**src/sv/bmhq_pkg.sv**
```systemverilog
// Shared types and codes for the binary max heap queue.
`default_nettype none
package bmhq_pkg;

  localparam int KEY_W = 32;
  localparam int CNT_OUT_W = 9;

  typedef logic signed [KEY_W-1:0] key_t;

  typedef enum logic {
    REQ_PUSH = 1'b0,
    REQ_POP  = 1'b1
  } req_t;

  typedef enum logic [1:0] {
    ERR_NONE  = 2'd0,
    ERR_EMPTY = 2'd1,
    ERR_FULL  = 2'd2
  } err_t;

  // command broadcast to every cell
  typedef struct packed {
    logic push;
    logic pop;
    key_t key;
  } cell_cmd_t;

endpackage
`default_nettype wire

```
**src/sv/bmhq_cell.sv**
```systemverilog
// One slot of the sorted key row: holds one key, shifts or inserts with its neighbors.
`default_nettype none
module bmhq_cell #(
  parameter int CNT_W = 9,
  parameter int IDX = 0
) (
  input  wire                       clk,
  input  wire bmhq_pkg::cell_cmd_t  cmd,
  input  wire [CNT_W-1:0]           count,
  input  wire                       left_go,
  input  wire bmhq_pkg::key_t       left_val,
  input  wire bmhq_pkg::key_t       right_val,
  output logic                      go,
  output bmhq_pkg::key_t            val
);
  import bmhq_pkg::*;

  localparam logic [CNT_W-1:0] IDX_C = CNT_W'(IDX);

  key_t val_r;
  key_t val_nxt;
  logic occ;

  // slot holds a key when the count exceeds its index; go: new key lands at or before this slot
  assign occ = (count > IDX_C);
  assign go  = !occ || (cmd.key > val_r);
  assign val = val_r;

  always_comb begin
    val_nxt = val_r;
    if (cmd.push && go) begin
      val_nxt = left_go ? left_val : cmd.key;
    end else if (cmd.pop) begin
      val_nxt = right_val;
    end
  end

  always_ff @(posedge clk) begin
    val_r <= val_nxt;
  end

endmodule
`default_nettype wire

```
**config.mk**
```make
export PLATFORM = sky130hd
export DESIGN_NAME = bmhq_cell
export DESIGN_NICKNAME = d
export VERILOG_FILES = /design/src/sv/bmhq_pkg.sv /design/src/sv/bmhq_cell.sv
export SDC_FILE = /design/constraint.sdc
export NUM_CORES = 1
export LEC_CHECK = 0
export BUFFER_PORTS_ARGS = -buffer_cell sky130_fd_sc_hd__buf_4
export CORE_MARGIN = 10
export CORE_UTILIZATION = 30
export DETAILED_ROUTE_END_ITERATION = 8
export SYNTH_ARGS = -nofsm -noshare
export SYNTH_HDL_FRONTEND = slang
export SYNTH_SLANG_ARGS = --single-unit
```
**constraint.sdc**
```tcl
create_clock -name clk -period 7.36 [get_ports clk]
set_input_delay 0.736 -clock clk [delete_from_list [all_inputs] [get_ports clk]]
set_output_delay 0.736 -clock clk [all_outputs]
set_load 0.03 [all_outputs]
```
==> flow_summary.json <==
{
  "nFillCells": 867,
  "holdBufCountCts": 0,
  "status": "finished, final reports clean",
  "power.leakage_uw": 0.00194,
  "htreeDepth": 2,
  "design.core.area_um2": 8810,
  "yosys-top-cells-area": "edfxtp_1 35%, mux2_4 16%, ha_1 15%",
  "max_freq_mhz": 248,
  "avgSynthCellArea_um2": 11.8,
  "yosysTopAreaCell": "edfxtp_1",
  "min_delay_path_depth": 2,
  "num-nets-final": 515,
  "endpoint_kind": "flip-flop",
  "path_common_cell": "buf_4",
  "ioPinCount": 142,
  "worstHoldEndpoint": "val[24]$_DFFE_PP_",
  "rrSetupSlack_ns": 3.52,
  "critPathBufInv": 2,
  "dp_cells": 475,
  "crit_type": "in2reg",
  "synth-simple-area-share": 0.0611,
  "grt_overflow": 0,
  "synth_fa_ha_area_frac": 0.146,
  "async_reset_ff_frac": 0,
  "clock_path_buffers": 2,
  "synth_edf_count": 32,
  "skew_ns": 0.00899,
  "vdd_drop_max_uv": 86.6,
  "antenna_left": 0,
  "antenna_cells": 0,
  "setup_ws_ns": 3.33,
  "min_period_ns": 4.03,
  "synth-compound-area-share": 0.0793,
  "critical_path_peak_fanout": 32,
  "place_hpwl_um": 6990,
  "synth_top_flop_cell": "edfxtp_1",
  "critPathRequiredTime_ns": 7.27,
  "cts_resized": 0,
  "antenna_found_initial": 0,
  "final_hold_viol_count": 0,
  "gr-usage-met3": 0.0574,
  "cts_tree": "done",
  "wl_per_cell_um": 17.2,
  "gp_congestion": 0.815,
  "cts_root_buf": "clkbuf_8",
  "stdcell_count": 483,
  "wl_um": 8310,
  "final_common_cell": "buf_4",
  "synth_top_family_by_area": "multiplexers",
  "setup_viol": 0,
  "yosys_register_bits": 32,
  "postCtsSetupRepairBufs": 0,
  "largest_reg_flops": 32,
  "grt_pass1_wl_um": 12500,
  "rows": 34,
  "drt_iter0_markers": 65,
  "synth_top_area_share": 0.350,
  "drc": 0,
  "rr_startpoint": "val[31]$_DFFE_PP_",
  "initial_core_util": 0.312,
  "powerDensity_nw_per_um2": 212,
  "seq_area_frac_synth": 0.350,
  "synth_area_um2": 2750,
  "yosysWarnings": 0,
  "hold_class": "in2reg",
  "cts_buffers": 5,
  "dp_slack_ns": 2.95,
  "crit_arrival_ns": 3.94,
  "area_growth_pct": 44.9,
  "worst_r2r_endpoint": "val[31]$_DFFE_PP_",
  "drt-pass1-iter-count": 4,
  "die-area_um2": 13400,
  "grt_usage": 0.120,
  "die_y_um": 116,
  "synth_fp_nets": 373,
  "start_kind": "input port",
  "critPathSlowestCell": "or2_2",
  "cts.clk_slew.worst_paths_ns": 0.07,
  "crit_family": "simple AND/OR/NAND/NOR gates",
  "cp_cell_sequence": "buf_4, ha_1, nand4_1, or4_4, nor3_1, o21ai_0, o311ai_4, buf_4, or2_2",
  "timing.final.crit_share": 0.548,
  "grt_max_degree": 34,
  "reg2regPathDepth": 9,
  "power_uw": 845,
  "yosys.area_share.xor_xnor": 0,
  "die_x_um": 116,
  "synthMuxAreaShare": 0.298,
  "synth_cell_types": 27,
  "drive_above_1_share": 0.576,
  "layout_common_cells": "142 x buf_4, 35 x inv_1, 34 x mux2_2, 32 x ha_1, 32 x edfxtp_1",
  "grt_use_met2": 0.201,
  "clkLatencyLatePin_ns": 0.28,
  "max_slew_margin": 0.470,
  "portBuffers": 141,
  "final_util": 0.452,
  "grt_pass1_vias": 2484,
  "hold_path.startpoint": "right_val[24]",
  "top_usage_layer": "met2",
  "vias_per_cell": 4.69,
  "slowest_delay_ns": 0.71,
  "vias": 2263,
  "maxCapViolCount": 0,
  "slew_viol_final": 0,
  "tightest_slew_ns": 0.793,
  "grt.met1_usage": 0.134,
  "rsz0062_at_grt": "no",
  "fin_tns_setup_ns": 0,
  "clock_sinks": 32,
  "syn_inst": 232
}
per-stage QoR:
step                hold WS, ns  instance area [um^2]
floorplan                 0.954                  2750
global placement           1.04                  3900
detailed placement         1.04                  3900
CTS                       0.741                  3980
global route              0.732                  3980
finish                    0.750                  3980
metal layers:
| metal | up-vias | share of wire |
|---|---|---|
| li1 | 1144 | - |
| met1 | 1021 | 0.41 |
| met2 | 91 | 0.48 |
| met3 | 7 | 0.098 |
| met4 | 0 | 0.012 |
| met5 | - | 0 |
worst max-delay path by stage:
stage | from | to | slack [ns] | cells past startpoint
after floorplan | cmd[31] | val[0]$_DFFE_PP_ | 3.66 | 8
after global placement | cmd[31] | val[12]$_DFFE_PP_ | 3.07 | 9
after detailed placement | cmd[31] | val[10]$_DFFE_PP_ | 2.95 | 9
after CTS | cmd[31] | val[11]$_DFFE_PP_ | 3.24 | 9
after global routing | cmd[31] | val[11]$_DFFE_PP_ | 3.08 | 9
final | cmd[31] | val[31]$_DFFE_PP_ | 3.33 | 9
power by group:
group	switching (uW)	total [uW]	internal (uW)
Sequential	18.7	274	256
Clock	63.9	130	65.8
Combinational	232	441	209
synthesized netlist by cell type, types with 2 or more instances:
cell type,n
a21oi_1,16
nand2_1,10
inv_1,35
edfxtp_1,32
mux2_2,34
mux2_4,29
ha_1,32
o21ai_0,6
nand3_1,4
nand4_1,8
clkbuf_1,4
o211ai_1,2
nor3_1,4
buf_6,3
cells by family (layout without fill, tap and decap cells):
logic type / Yosys count / count (layout)
compound gates: 31 / 31
fa+ha+maj: 32 / 32
buf+inv: 42 / 185
flops: 32 / 32
mux: 63 / 63
simple gates: 32 / 32
cell type report:
| class | count | area [um^2] | area share |
|---|---|---|---|
| clock buffer | 7 | 76.3 | 0.0192 |
| tap | 108 | 135 | 0.0340 |
| timing repair buffer | 142 | 1070 | 0.268 |
| clock inverter | 1 | 3.75 | 0.000944 |
| sequential | 32 | 961 | 0.242 |
| multi-input combinational | 158 | 1600 | 0.403 |
| inverter | 35 | 131 | 0.0330 |
Note: power is estimated with default switching activity, not from simulation.
